--- src/hdl/lwas_pkg.sv ---
// shared constants and codes for the link watchdog and arming supervisor
`timescale 1ns / 1ps

package lwas_pkg;

    // item kinds on the request channel
    typedef enum logic [1:0] {
        FUNC_TICK   = 2'd0,
        FUNC_BEAT   = 2'd1,
        FUNC_ARM    = 2'd2,
        FUNC_DISARM = 2'd3
    } func_t;

    // configuration register indexes
    typedef enum logic [2:0] {
        CFG_ATT_LIMIT   = 3'd0,
        CFG_TEMP_LIMIT  = 3'd1,
        CFG_BATT_LOW    = 3'd2,
        CFG_LINK_TMO    = 3'd3,
        CFG_SEND_PERIOD = 3'd4
    } cfg_index_t;

    // datapath sizes
    localparam int ACC_W   = 32;
    localparam int DIGIT_W = 4;
    localparam int DIGITS  = ACC_W / DIGIT_W;
    localparam int DIGIT_CNT_W = $clog2(DIGITS);
    localparam int QUO_W   = 24;
    localparam int QUO_CNT_W = $clog2(QUO_W);
    localparam int CFG_DATA_W = 24;

    // accumulator slots
    localparam int ACC_HB  = 0;
    localparam int ACC_WIN = 1;
    localparam int ACC_SND = 2;
    localparam int ACC_NUM = 3;

    // limit flag bits
    localparam int FLAG_ATT  = 0;
    localparam int FLAG_TEMP = 1;
    localparam int FLAG_BATT = 2;

    // rate measurement window
    localparam logic [ACC_W-1:0] RATE_WINDOW_US = 32'd1000000;

    // register reset values
    localparam logic [14:0] ATT_LIMIT_RST   = 15'd6000;
    localparam logic [14:0] TEMP_LIMIT_RST  = 15'd8000;
    localparam logic [6:0]  BATT_LOW_RST    = 7'd10;
    localparam logic [23:0] LINK_TMO_RST    = 24'd2000000;
    localparam logic [19:0] SEND_PERIOD_RST = 20'd50000;

endpackage

--- src/hdl/link_watchdog_arming_supervisor.sv ---
// link watchdog and arming supervisor top level
`timescale 1ns / 1ps

// Supervises the command link and arming of a flight controller.
// Request channel: in_valid/in_stall with func and the tick fields; func selects
// tick, heartbeat received, arm or disarm. Every request gives one result on the
// out_valid/out_stall channel carrying the flags, the send pulse, the last
// heartbeat rate (Q8.8 beats per microsecond) and the rate-update pulse.
// Configuration: cfg_we/cfg_index/cfg_data write one limit register per cycle.
// Sequence: heartbeat, arm and disarm go from accept straight to the done state. A tick
// runs its three 32-bit accumulators through a 4-bit digit-serial adder and
// comparator, lsb digit first, then a decision state. A tick that closes the
// rate window adds a restoring divider at one quotient bit per cycle for the
// 24-bit quotient. One request is in work at a time; the next is taken once the
// result has moved to the output register.
// Reset clears all accumulators, counters and flags and loads the default limits.
// A stalled result holds in the output register; while it holds, the block stalls
// the request side once the next result is ready.

module link_watchdog_arming_supervisor (
    input  logic        clk,
    input  logic        rst_n,
    // request channel
    input  logic        in_valid,
    output logic        in_stall,
    input  logic [1:0]  func,
    input  logic [15:0] elapsed_us,
    input  logic signed [15:0] roll_cdeg,
    input  logic signed [15:0] pitch_cdeg,
    input  logic signed [14:0] imu_temp_cdeg,
    input  logic [6:0]  battery_percent,
    // result channel
    output logic        out_valid,
    input  logic        out_stall,
    output logic        armed_flag,
    output logic        link_online,
    output logic        attitude_exceeded,
    output logic        temperature_exceeded,
    output logic        battery_low,
    output logic        send_heartbeat,
    output logic [15:0] heart_rate_q8,
    output logic        rate_updated,
    // configuration port
    input  logic        cfg_we,
    input  logic [2:0]  cfg_index,
    input  logic [lwas_pkg::CFG_DATA_W-1:0] cfg_data
);

    typedef enum logic [2:0] {
        ST_IDLE,
        ST_ADD,
        ST_DECIDE,
        ST_DIV,
        ST_DONE
    } state_t;

    localparam int AW = lwas_pkg::ACC_W;
    localparam int DW = lwas_pkg::DIGIT_W;
    localparam int NA = lwas_pkg::ACC_NUM;
    localparam int QW = lwas_pkg::QUO_W;

    state_t state_reg, state_next;
    logic [lwas_pkg::DIGIT_CNT_W-1:0] dig_reg, dig_next;
    logic [lwas_pkg::QUO_CNT_W-1:0]   cnt_reg, cnt_next;
    logic [AW-1:0] dt_reg, dt_next;
    logic [AW-1:0] acc_reg [NA];
    logic [AW-1:0] acc_next [NA];
    logic [NA-1:0] carry_reg, carry_next;
    logic [NA-1:0] ge_reg, ge_next;
    logic [15:0]   beat_reg, beat_next;
    logic [15:0]   rate_reg, rate_next;
    logic          online_reg, online_next;
    logic          armed_reg, armed_next;
    logic [2:0]    flags_reg, flags_next;
    logic          send_reg, send_next;
    logic          upd_reg, upd_next;
    logic [AW-1:0] rem_reg, rem_next;
    logic [QW-1:0] quo_reg, quo_next;

    logic [14:0]   att_lim_reg, att_lim_next;
    logic [14:0]   temp_lim_reg, temp_lim_next;
    logic [6:0]    batt_low_reg, batt_low_next;
    logic [23:0]   tmo_reg, tmo_next;
    logic [19:0]   period_reg, period_next;

    logic          out_valid_reg, out_valid_next;
    logic          o_armed_reg, o_armed_next;
    logic          o_online_reg, o_online_next;
    logic [2:0]    o_flags_reg, o_flags_next;
    logic          o_send_reg, o_send_next;
    logic [15:0]   o_rate_reg, o_rate_next;
    logic          o_upd_reg, o_upd_next;

    logic          in_take;
    logic          out_free;
    logic [AW-1:0] lim [NA];
    logic [DW:0]   dsum [NA];
    logic [DW-1:0] ldig [NA];
    logic [16:0]   roll_abs;
    logic [16:0]   pitch_abs;
    logic [2:0]    tick_flags;
    logic [AW:0]   trial;
    logic [QW-1:0] quo_shift;

    // handshake
    assign out_free = !out_valid_reg || !out_stall;
    assign in_stall = (state_reg != ST_IDLE);
    assign in_take  = in_valid && !in_stall;

    // comparison limits for the three accumulators
    assign lim[lwas_pkg::ACC_HB]  = {8'd0, tmo_reg};
    assign lim[lwas_pkg::ACC_WIN] = lwas_pkg::RATE_WINDOW_US;
    assign lim[lwas_pkg::ACC_SND] = {12'd0, period_reg};

    // digit adders and limit digits
    always_comb
    begin
        for (int i = 0; i < NA; i++)
        begin
            dsum[i] = {1'b0, acc_reg[i][DW-1:0]} + {1'b0, dt_reg[DW-1:0]}
                      + {{DW{1'b0}}, carry_reg[i]};
            ldig[i] = lim[i][{dig_reg, 2'b00} +: DW];
        end
    end

    // limit flags of a tick, from the request fields
    assign roll_abs  = roll_cdeg[15]  ? (17'd0 - {roll_cdeg[15], roll_cdeg})
                                      : {1'b0, roll_cdeg};
    assign pitch_abs = pitch_cdeg[15] ? (17'd0 - {pitch_cdeg[15], pitch_cdeg})
                                      : {1'b0, pitch_cdeg};
    assign tick_flags[lwas_pkg::FLAG_ATT]  = (roll_abs > {2'd0, att_lim_reg})
                                          || (pitch_abs > {2'd0, att_lim_reg});
    assign tick_flags[lwas_pkg::FLAG_TEMP] = $signed(imu_temp_cdeg) > $signed(temp_lim_reg);
    assign tick_flags[lwas_pkg::FLAG_BATT] = battery_percent < batt_low_reg;

    // divider trial subtract
    assign trial     = {rem_reg, quo_reg[QW-1]} - {1'b0, acc_reg[lwas_pkg::ACC_WIN]};
    assign quo_shift = {quo_reg[QW-2:0], !trial[AW]};

    // next state
    always_comb
    begin
        state_next    = state_reg;
        dig_next      = dig_reg;
        cnt_next      = cnt_reg;
        dt_next       = dt_reg;
        carry_next    = carry_reg;
        ge_next       = ge_reg;
        beat_next     = beat_reg;
        rate_next     = rate_reg;
        online_next   = online_reg;
        armed_next    = armed_reg;
        flags_next    = flags_reg;
        send_next     = send_reg;
        upd_next      = upd_reg;
        rem_next      = rem_reg;
        quo_next      = quo_reg;
        for (int i = 0; i < NA; i++)
        begin
            acc_next[i] = acc_reg[i];
        end
        att_lim_next  = att_lim_reg;
        temp_lim_next = temp_lim_reg;
        batt_low_next = batt_low_reg;
        tmo_next      = tmo_reg;
        period_next   = period_reg;
        out_valid_next = out_valid_reg;
        o_armed_next  = o_armed_reg;
        o_online_next = o_online_reg;
        o_flags_next  = o_flags_reg;
        o_send_next   = o_send_reg;
        o_rate_next   = o_rate_reg;
        o_upd_next    = o_upd_reg;

        // configuration writes
        if (cfg_we)
        begin
            unique case (cfg_index)
                lwas_pkg::CFG_ATT_LIMIT:   att_lim_next  = cfg_data[14:0];
                lwas_pkg::CFG_TEMP_LIMIT:  temp_lim_next = cfg_data[14:0];
                lwas_pkg::CFG_BATT_LOW:    batt_low_next = cfg_data[6:0];
                lwas_pkg::CFG_LINK_TMO:    tmo_next      = cfg_data[23:0];
                lwas_pkg::CFG_SEND_PERIOD: period_next   = cfg_data[19:0];
                default: ;
            endcase
        end

        // result register drains
        if (out_valid_reg && !out_stall)
        begin
            out_valid_next = 1'b0;
        end

        unique case (state_reg)
            ST_IDLE:
            begin
                if (in_take)
                begin
                    send_next  = 1'b0;
                    upd_next   = 1'b0;
                    state_next = ST_DONE;
                    unique case (func)
                        lwas_pkg::FUNC_TICK:
                        begin
                            flags_next = tick_flags;
                            dt_next    = {16'd0, elapsed_us};
                            carry_next = '0;
                            ge_next    = '1;
                            dig_next   = '0;
                            state_next = ST_ADD;
                        end
                        lwas_pkg::FUNC_BEAT:
                        begin
                            if (beat_reg != 16'hFFFF)
                            begin
                                beat_next = beat_reg + 16'd1;
                            end
                            acc_next[lwas_pkg::ACC_HB] = '0;
                            online_next = 1'b1;
                        end
                        lwas_pkg::FUNC_ARM:
                        begin
                            if (!flags_reg[lwas_pkg::FLAG_ATT] && !flags_reg[lwas_pkg::FLAG_BATT])
                            begin
                                armed_next = 1'b1;
                            end
                        end
                        lwas_pkg::FUNC_DISARM:
                        begin
                            armed_next = 1'b0;
                        end
                        default: ;
                    endcase
                end
            end

            // one digit of each sum and compare per cycle, lsb first
            ST_ADD:
            begin
                dt_next = {{DW{1'b0}}, dt_reg[AW-1:DW]};
                for (int i = 0; i < NA; i++)
                begin
                    acc_next[i]   = {dsum[i][DW-1:0], acc_reg[i][AW-1:DW]};
                    carry_next[i] = dsum[i][DW];
                    ge_next[i]    = (dsum[i][DW-1:0] > ldig[i])
                                 || ((dsum[i][DW-1:0] == ldig[i]) && ge_reg[i]);
                    // saturate on carry out of the top digit
                    if (dig_reg == lwas_pkg::DIGIT_CNT_W'(lwas_pkg::DIGITS - 1)
                        && dsum[i][DW])
                    begin
                        acc_next[i] = '1;
                        ge_next[i]  = 1'b1;
                    end
                end
                dig_next = dig_reg + 1'b1;
                if (dig_reg == lwas_pkg::DIGIT_CNT_W'(lwas_pkg::DIGITS - 1))
                begin
                    state_next = ST_DECIDE;
                end
            end

            // act on the compares
            ST_DECIDE:
            begin
                state_next = ST_DONE;
                if (ge_reg[lwas_pkg::ACC_SND])
                begin
                    send_next = 1'b1;
                    acc_next[lwas_pkg::ACC_SND] = '0;
                end
                if (ge_reg[lwas_pkg::ACC_HB])
                begin
                    online_next = 1'b0;
                end
                if (ge_reg[lwas_pkg::ACC_WIN])
                begin
                    rem_next   = '0;
                    quo_next   = {beat_reg, 8'd0};
                    cnt_next   = '0;
                    state_next = ST_DIV;
                end
            end

            // restoring division, one quotient bit per cycle
            ST_DIV:
            begin
                quo_next = quo_shift;
                if (!trial[AW])
                begin
                    rem_next = trial[AW-1:0];
                end
                else
                begin
                    rem_next = {rem_reg[AW-2:0], quo_reg[QW-1]};
                end
                cnt_next = cnt_reg + 1'b1;
                if (cnt_reg == lwas_pkg::QUO_CNT_W'(QW - 1))
                begin
                    rate_next  = (|quo_shift[QW-1:16]) ? 16'hFFFF : quo_shift[15:0];
                    acc_next[lwas_pkg::ACC_WIN] = '0;
                    beat_next  = '0;
                    upd_next   = 1'b1;
                    state_next = ST_DONE;
                end
            end

            // hand the result to the output register
            ST_DONE:
            begin
                if (out_free)
                begin
                    out_valid_next = 1'b1;
                    o_armed_next   = armed_reg;
                    o_online_next  = online_reg;
                    o_flags_next   = flags_reg;
                    o_send_next    = send_reg;
                    o_rate_next    = rate_reg;
                    o_upd_next     = upd_reg;
                    state_next     = ST_IDLE;
                end
            end

            default: state_next = ST_IDLE;
        endcase
    end

    // state and registered outputs
    always_ff @(posedge clk or negedge rst_n)
    begin
        if (!rst_n)
        begin
            state_reg     <= ST_IDLE;
            dig_reg       <= '0;
            cnt_reg       <= '0;
            dt_reg        <= '0;
            carry_reg     <= '0;
            ge_reg        <= '0;
            beat_reg      <= '0;
            rate_reg      <= '0;
            online_reg    <= 1'b0;
            armed_reg     <= 1'b0;
            flags_reg     <= '0;
            send_reg      <= 1'b0;
            upd_reg       <= 1'b0;
            rem_reg       <= '0;
            quo_reg       <= '0;
            for (int i = 0; i < NA; i++)
            begin
                acc_reg[i] <= '0;
            end
            att_lim_reg   <= lwas_pkg::ATT_LIMIT_RST;
            temp_lim_reg  <= lwas_pkg::TEMP_LIMIT_RST;
            batt_low_reg  <= lwas_pkg::BATT_LOW_RST;
            tmo_reg       <= lwas_pkg::LINK_TMO_RST;
            period_reg    <= lwas_pkg::SEND_PERIOD_RST;
            out_valid_reg <= 1'b0;
            o_armed_reg   <= 1'b0;
            o_online_reg  <= 1'b0;
            o_flags_reg   <= '0;
            o_send_reg    <= 1'b0;
            o_rate_reg    <= '0;
            o_upd_reg     <= 1'b0;
        end
        else
        begin
            state_reg     <= state_next;
            dig_reg       <= dig_next;
            cnt_reg       <= cnt_next;
            dt_reg        <= dt_next;
            carry_reg     <= carry_next;
            ge_reg        <= ge_next;
            beat_reg      <= beat_next;
            rate_reg      <= rate_next;
            online_reg    <= online_next;
            armed_reg     <= armed_next;
            flags_reg     <= flags_next;
            send_reg      <= send_next;
            upd_reg       <= upd_next;
            rem_reg       <= rem_next;
            quo_reg       <= quo_next;
            for (int i = 0; i < NA; i++)
            begin
                acc_reg[i] <= acc_next[i];
            end
            att_lim_reg   <= att_lim_next;
            temp_lim_reg  <= temp_lim_next;
            batt_low_reg  <= batt_low_next;
            tmo_reg       <= tmo_next;
            period_reg    <= period_next;
            out_valid_reg <= out_valid_next;
            o_armed_reg   <= o_armed_next;
            o_online_reg  <= o_online_next;
            o_flags_reg   <= o_flags_next;
            o_send_reg    <= o_send_next;
            o_rate_reg    <= o_rate_next;
            o_upd_reg     <= o_upd_next;
        end
    end

    // result ports
    assign out_valid            = out_valid_reg;
    assign armed_flag           = o_armed_reg;
    assign link_online          = o_online_reg;
    assign attitude_exceeded    = o_flags_reg[lwas_pkg::FLAG_ATT];
    assign temperature_exceeded = o_flags_reg[lwas_pkg::FLAG_TEMP];
    assign battery_low          = o_flags_reg[lwas_pkg::FLAG_BATT];
    assign send_heartbeat       = o_send_reg;
    assign heart_rate_q8        = o_rate_reg;
    assign rate_updated         = o_upd_reg;

endmodule
--- config.mk ---
export PLATFORM = sky130hd
export DESIGN_NAME = link_watchdog_arming_supervisor
export DESIGN_NICKNAME = d
export VERILOG_FILES = /design/src/hdl/lwas_pkg.sv /design/src/hdl/link_watchdog_arming_supervisor.sv
export SDC_FILE = /design/constraint.sdc
export NUM_CORES = 1
export LEC_CHECK = 0
export ABC_AREA = 1
export BUFFER_PORTS_ARGS = -buffer_cell sky130_fd_sc_hd__buf_2
export CORE_ASPECT_RATIO = 0.9
export CORE_UTILIZATION = 50
export DETAILED_ROUTE_END_ITERATION = 8
export PLACE_DENSITY = 0.71
export SYNTH_ARGS = -nofsm -noshare
export SYNTH_HDL_FRONTEND = slang
export SYNTH_SLANG_ARGS = --single-unit
--- constraint.sdc ---
create_clock -name clk -period 2.3 [get_ports clk]
set_input_delay 0.46 -clock clk [delete_from_list [all_inputs] [get_ports clk]]
set_output_delay 0.46 -clock clk [all_outputs]
set_load 0.03 [all_outputs]
; Word level (Yosys, flattened, before mapping)
; Index checks and enable logic that the tools add are counted.
[classes]
add_sub_neg = 12
n_lt_le_gt_ge = 7
eq_ne = 28
shift = 3
mux = 59
reduce_logical = 51
[ops]
columns = op, count
row1 = two-way mux 32 bit, 11
row2 = one-hot mux 32 bit (2 select lines), 5
row3 = two-way mux 16 bit, 5
row4 = indexed part select 32 x 6 -> 4 bit, 2
row5 = one-hot mux 24 bit (2 select lines), 1
row6 = greater-than comparator 17 x 15 -> 1 bit, 2
row7 = two-way mux 17 bit, 2
row8 = subtractor 1 x 16 -> 17 bit (first input constant), 2
row9 = subtractor 33 x 32 -> 33 bit, 1
row10 = one-hot mux 16 bit (2 select lines), 1
row11 = indexed part select 32 x 6 -> 4 bit (first input constant), 1
row12 = two-way mux 3 bit, 10
row13 = two-way mux 24 bit, 1
row14 = AND reduction 2 bit, 10
row15 = != test 2 bit (second input constant), 9
row16 = one-hot mux 3 bit (2 select lines), 3
row17 = adder 16 x 1 -> 16 bit (second input constant), 1
row18 = != test 16 bit (second input constant), 1
row19 = adder 4 x 4 -> 5 bit, 3
row20 = adder 5 x 1 -> 5 bit, 3
row21 = greater-than comparator 15 bit, 1
row22 = one-hot mux 3 bit (5 select lines), 1
row23 = AND reduction 3 bit, 5
row24 = nonzero test 2 bit, 7
row25 = other kinds (25), 72
[totals]
reg_bits = 345
in_bits = 104

; Logic depth before layout (Yosys ltp)
[logic_depth]
depth_word = 7
mapped_depth = 19
ltp_nobuf = 19

; Worst setup path before layout
; Ideal clock, no wire load.
[synth_timing]
path_type = input port to flip-flop
startpoint = in roll_cdeg[0]
endpoint = reg flags_reg[0]
setup_ns = 0.122
t_arrival_ns = 2.340
required_ns = 2.178
path_slack_ns = -0.163
stages = 18
path_buffers = 0
cell_sequence = inv_1 > ha_1 > inv_1 > nor3_1 > nand3_1 > nor3_1 > nand3_1 > nand2_1 > xor2_1 > ha_1 > nand2_1 > nor2_1 > a211oi_1 > nand2_1 > nand2_1 > nand2_1 > nand2_1 > a21oi_1
[synth_via]
elab_chain_len = 4
[synth_rtl]
columns = item, line
row1 = from (decl), link_watchdog_arming_supervisor.sv:28  ; input logic signed [15:0] roll_cdeg,
row2 = subtractor 1 x 16 -> 17 bit, link_watchdog_arming_supervisor.sv:127  ; assign roll_abs = roll_cdeg[15] ? (17'd0 - {roll_cdeg[15], roll_cdeg})
row3 = two-way mux 17 bit (*), link_watchdog_arming_supervisor.sv:127
row4 = greater-than comparator 17 x 15 -> 1 bit (*), link_watchdog_arming_supervisor.sv:131  ; assign tick_flags[lwas_pkg::FLAG_ATT] = (roll_abs > {2'd0, att_lim_reg})
row5 = logical OR 1 bit (*), link_watchdog_arming_supervisor.sv:132  ; || (pitch_abs > {2'd0, att_lim_reg});
row6 = to (signal assigned), link_watchdog_arming_supervisor.sv:376  ; flags_reg <= flags_next;
row7 = to (decl), link_watchdog_arming_supervisor.sv:74  ; logic [2:0] flags_reg, flags_next;
; Every way passes the cells marked *; elsewhere a longest branch is shown, timed or not.
; A chain may end at the register's enable or synchronous reset.

; Final worst setup path
[layout_timing]
startpoint = reg acc_reg[61] (netlist name)
endpoint = reg rem_reg[8]
[layout_via]
elab_chain_len = 3
[layout_rtl]
columns = item, line
row1 = from (decl), link_watchdog_arming_supervisor.sv:66  ; logic [AW-1:0] acc_reg [NA];
row2 = "from (signal, indexed assignment)", link_watchdog_arming_supervisor.sv:383  ; acc_reg[i] <= acc_next[i];
row3 = subtractor 33 x 32 -> 33 bit, link_watchdog_arming_supervisor.sv:137  ; assign trial = {rem_reg, quo_reg[QW-1]} - {1'b0, acc_reg[lwas_pkg::ACC_WIN]};
row4 = two-way mux 32 bit, link_watchdog_arming_supervisor.sv:288  ; if (!trial[AW])
row5 = one-hot mux 32 bit (2 select lines), link_watchdog_arming_supervisor.sv:194  ; unique case (state_reg)
row6 = to (signal assigned), link_watchdog_arming_supervisor.sv:379  ; rem_reg <= rem_next;
row7 = to (decl), link_watchdog_arming_supervisor.sv:77  ; logic [AW-1:0] rem_reg, rem_next;
; No other way between the ends.

==> impl_metrics.ini <==
[placed_design]
gp_congestion = 0.961
portBuffers = 128
dp_hpwl_um = 37400

[synth]
synth_edf_count = 0
synthCells = 2506
synthArstFlopShare_pct = 100
ys_ff_latch = 329
synth.largest_area_cell = dfrtp_1
yosysWarnings = 0
synth_most_common_cell = nand2_1
synth_ff_type = dfrtp_1
synth_cell_types = 51
yosysTopAreaCellShare_pct = 39.3
yosysSeqAreaShare_pct = 43.2
syn_nets = 2729
synth_area_mm2 = 0.0192
synth_common_cells = nand2_1, inv_1, o21ai_0
synth.area.top_cells = dfrtp_1, nand2_1, o21ai_0
syn_avg_cell_area_um2 = 7.64

[clocking]
root_buffer = clkbuf_16
numCtsBuffers = 37
clk_pin_slew_worst_paths_ns = 0.06
cts_sinks = 329
cts.path.max_buffers = 3
clk_latency_ns = 0.55
cts_tree = yes
cts_max_level = 2

[timing]
rsz0062_at_grt = yes
relSlewSlack_pct = 61.9
hold_violations = 0
clock_skew_ns = 0.0206
timing.final.crit_share_pct = 107
fin_crit_ns = 2.46
tightestPinTransition_ns = 0.570
slew_viol_final = 0
fmax_mhz = 407
setup_ws_ns = -0.155
setup_viol = 50
setup_tns_ns = -4.69

[status]
status = complete, but fails checks
violations = negative setup slack

[die]
ios = 129
core_area_mm2 = 0.0375
initial_core_util_pct = 51.1
fp.dieH_um = 188
die_w_um = 208
design.die.area_mm2 = 0.0391
num_rows = 67

[drt]
dr.pass1.iters = 5
drt_iter0_drc = 1320
wl_per_cell_um = 16.2
wl_um = 53200
via_count = 17700
antenna_left = 0
drcViolationCount = 0
routed_via_density = 5.39

[power_and_ir_drop]
pwr_density_cell_mw_per_mm2 = 1490
p_total_uw = 35500
ir_drop_uv = 710
leakage_uw = 0.0123

[cells_and_area]
final_net_count = 2992
fillers = 3190
syn_to_final_growth_pct = 24.3
regArea_mm2 = 0.00827
largest_register_ffs = 96
antenna_cells = 0
multi_input_area_mm2 = 0.00983
drive_above_1_share_pct = 21.3

[critical_path]
worstSetupStartpointType = flop
critPathMaxStageDelay_ns = 0.37
critical_path_class = flop to flop
cp-end-kind = flop
arrival_ns = 2.89
cp_max_fo = 8
path_cells = inv_1, ha_1, nand2_1, nor2_1, and3_4, and2_1, nand2_4, nand2_4, buf_6, nand2_4, nand2_8, clkbuf_16, nand2_1, nand3_1, nand2_1
critPathSlowestCell = ha_1
cp.required_ns = 2.74

[worst_hold_path]
hold_class = primary input to flop

[global_route]
grt_max_degree = 124
antenna_found_initial = 0
grt_pass1_vias = 17100
track_usage_pct = 27.2
grt_first_pass_wirelength_um = 86300
grt_overflow = 0

[job]
drv_cap = 0
[per-layer routing]
layer | track usage, % | part of all wire, % | up-vias
li1 | - | - | 8615
met1 | 39.0 | 48 | 8509
met2 | 42.8 | 45 | 471
met3 | 3.89 | 4.7 | 86
met4 | 7.72 | 2.3 | 0
met5 | 0 | 0 | -
[critical path, delay by kind of cell, from the launching register on]
family	cells	cell delay [ns]
fa+ha+maj	1	0.37
buf+inv	3	0.38
simple gates	11	1.25
flops	1	0.35
[stage by stage]
step	cells	area [um^2]	setup WS, ns	utilization, %	hold slack [ns]
after floorplan	2506	19200	-0.138	-	0.164
after global placement	3179	21400	-0.502	57.2	0.432
after detailed placement	3179	21400	-0.539	57.2	0.428
after CTS	3267	23100	-0.153	61.7	0.121
after global routing	3281	23800	-0.285	63.5	0.134
final	3281	23800	-0.155	63.5	0.148
[final timing paths]
check,from,endpoint,slack [ns],cells after the start
worst min-delay path,func[0],armed_reg$_DFFE_PN0P_,0.15,2
max in group asynchronous,rst_n,batt_low_reg[1]$_DFFE_PN1P_,1.10,3
worst max-delay path,acc_reg[61]$_DFFE_PN0P_,rem_reg[8]$_DFFE_PN0P_,-0.16,15
worst min register to register,acc_reg[83]$_DFFE_PN0P_,acc_reg[83]$_DFFE_PN0P_,0.47,2
worst max register to register,acc_reg[61]$_DFFE_PN0P_,rem_reg[8]$_DFFE_PN0P_,-0.16,15
min in group asynchronous,rst_n,acc_reg[1]$_DFFE_PN0P_,0.44,2
[report_power, final]
group / switching [uW] / internal (uW) / leakage [uW]
Combinational: 12400 / 8480 / 0.00745
Sequential: 1090 / 7560 / 0.00425
Clock: 2410 / 3610 / 0.000611
Total: 15900 / 19700 / 0.0123
[layout make-up]
type,count,area share [%]
Inverter,378,6.08
Clock inverter,11,0.499
Multi-Input combinational cell,1705,41.3
Clock buffer,57,4.72
Tap cell,483,2.54
Sequential cell,329,34.7
Timing Repair Buffer,318,10.1
[layout by cell type, fill, tap and decap left out, types with 42 or more instances in the layout]
cell type,instances
nand2_1,657
inv_1,353
dfrtp_1,300
o21ai_0,293
buf_4,161
buf_2,127
nor2_1,105
nand3_1,99
ha_1,96
a21oi_1,65
nand2_2,44
clkbuf_16,42
[logic make-up (layout without fill, tap and decap cells)]
logic type                 Yosys count  in the layout  synth area share, %
and+or+nand+nor                   1027           1027                 22.2
AOI/OAI and AO/OA                  499            499                 14.2
buffers and inverters              472            764                 9.55
DFF                                329            329                 43.2
xor gates and xnor gates            52             52                 2.38
muxes                                8              8                0.470
adders and majority gates          119            119                 8.05
[repair_timing]
action,CTS,global route
pin swaps,32,64
gates resized for setup,61,142
endpoints found under the setup margin,69,90
hold endpoints to repair,36,0
gates cloned,2,3
hold buffers,1,0
buffers inserted,17,12
Note: power is estimated with default switching activity, not from simulation.
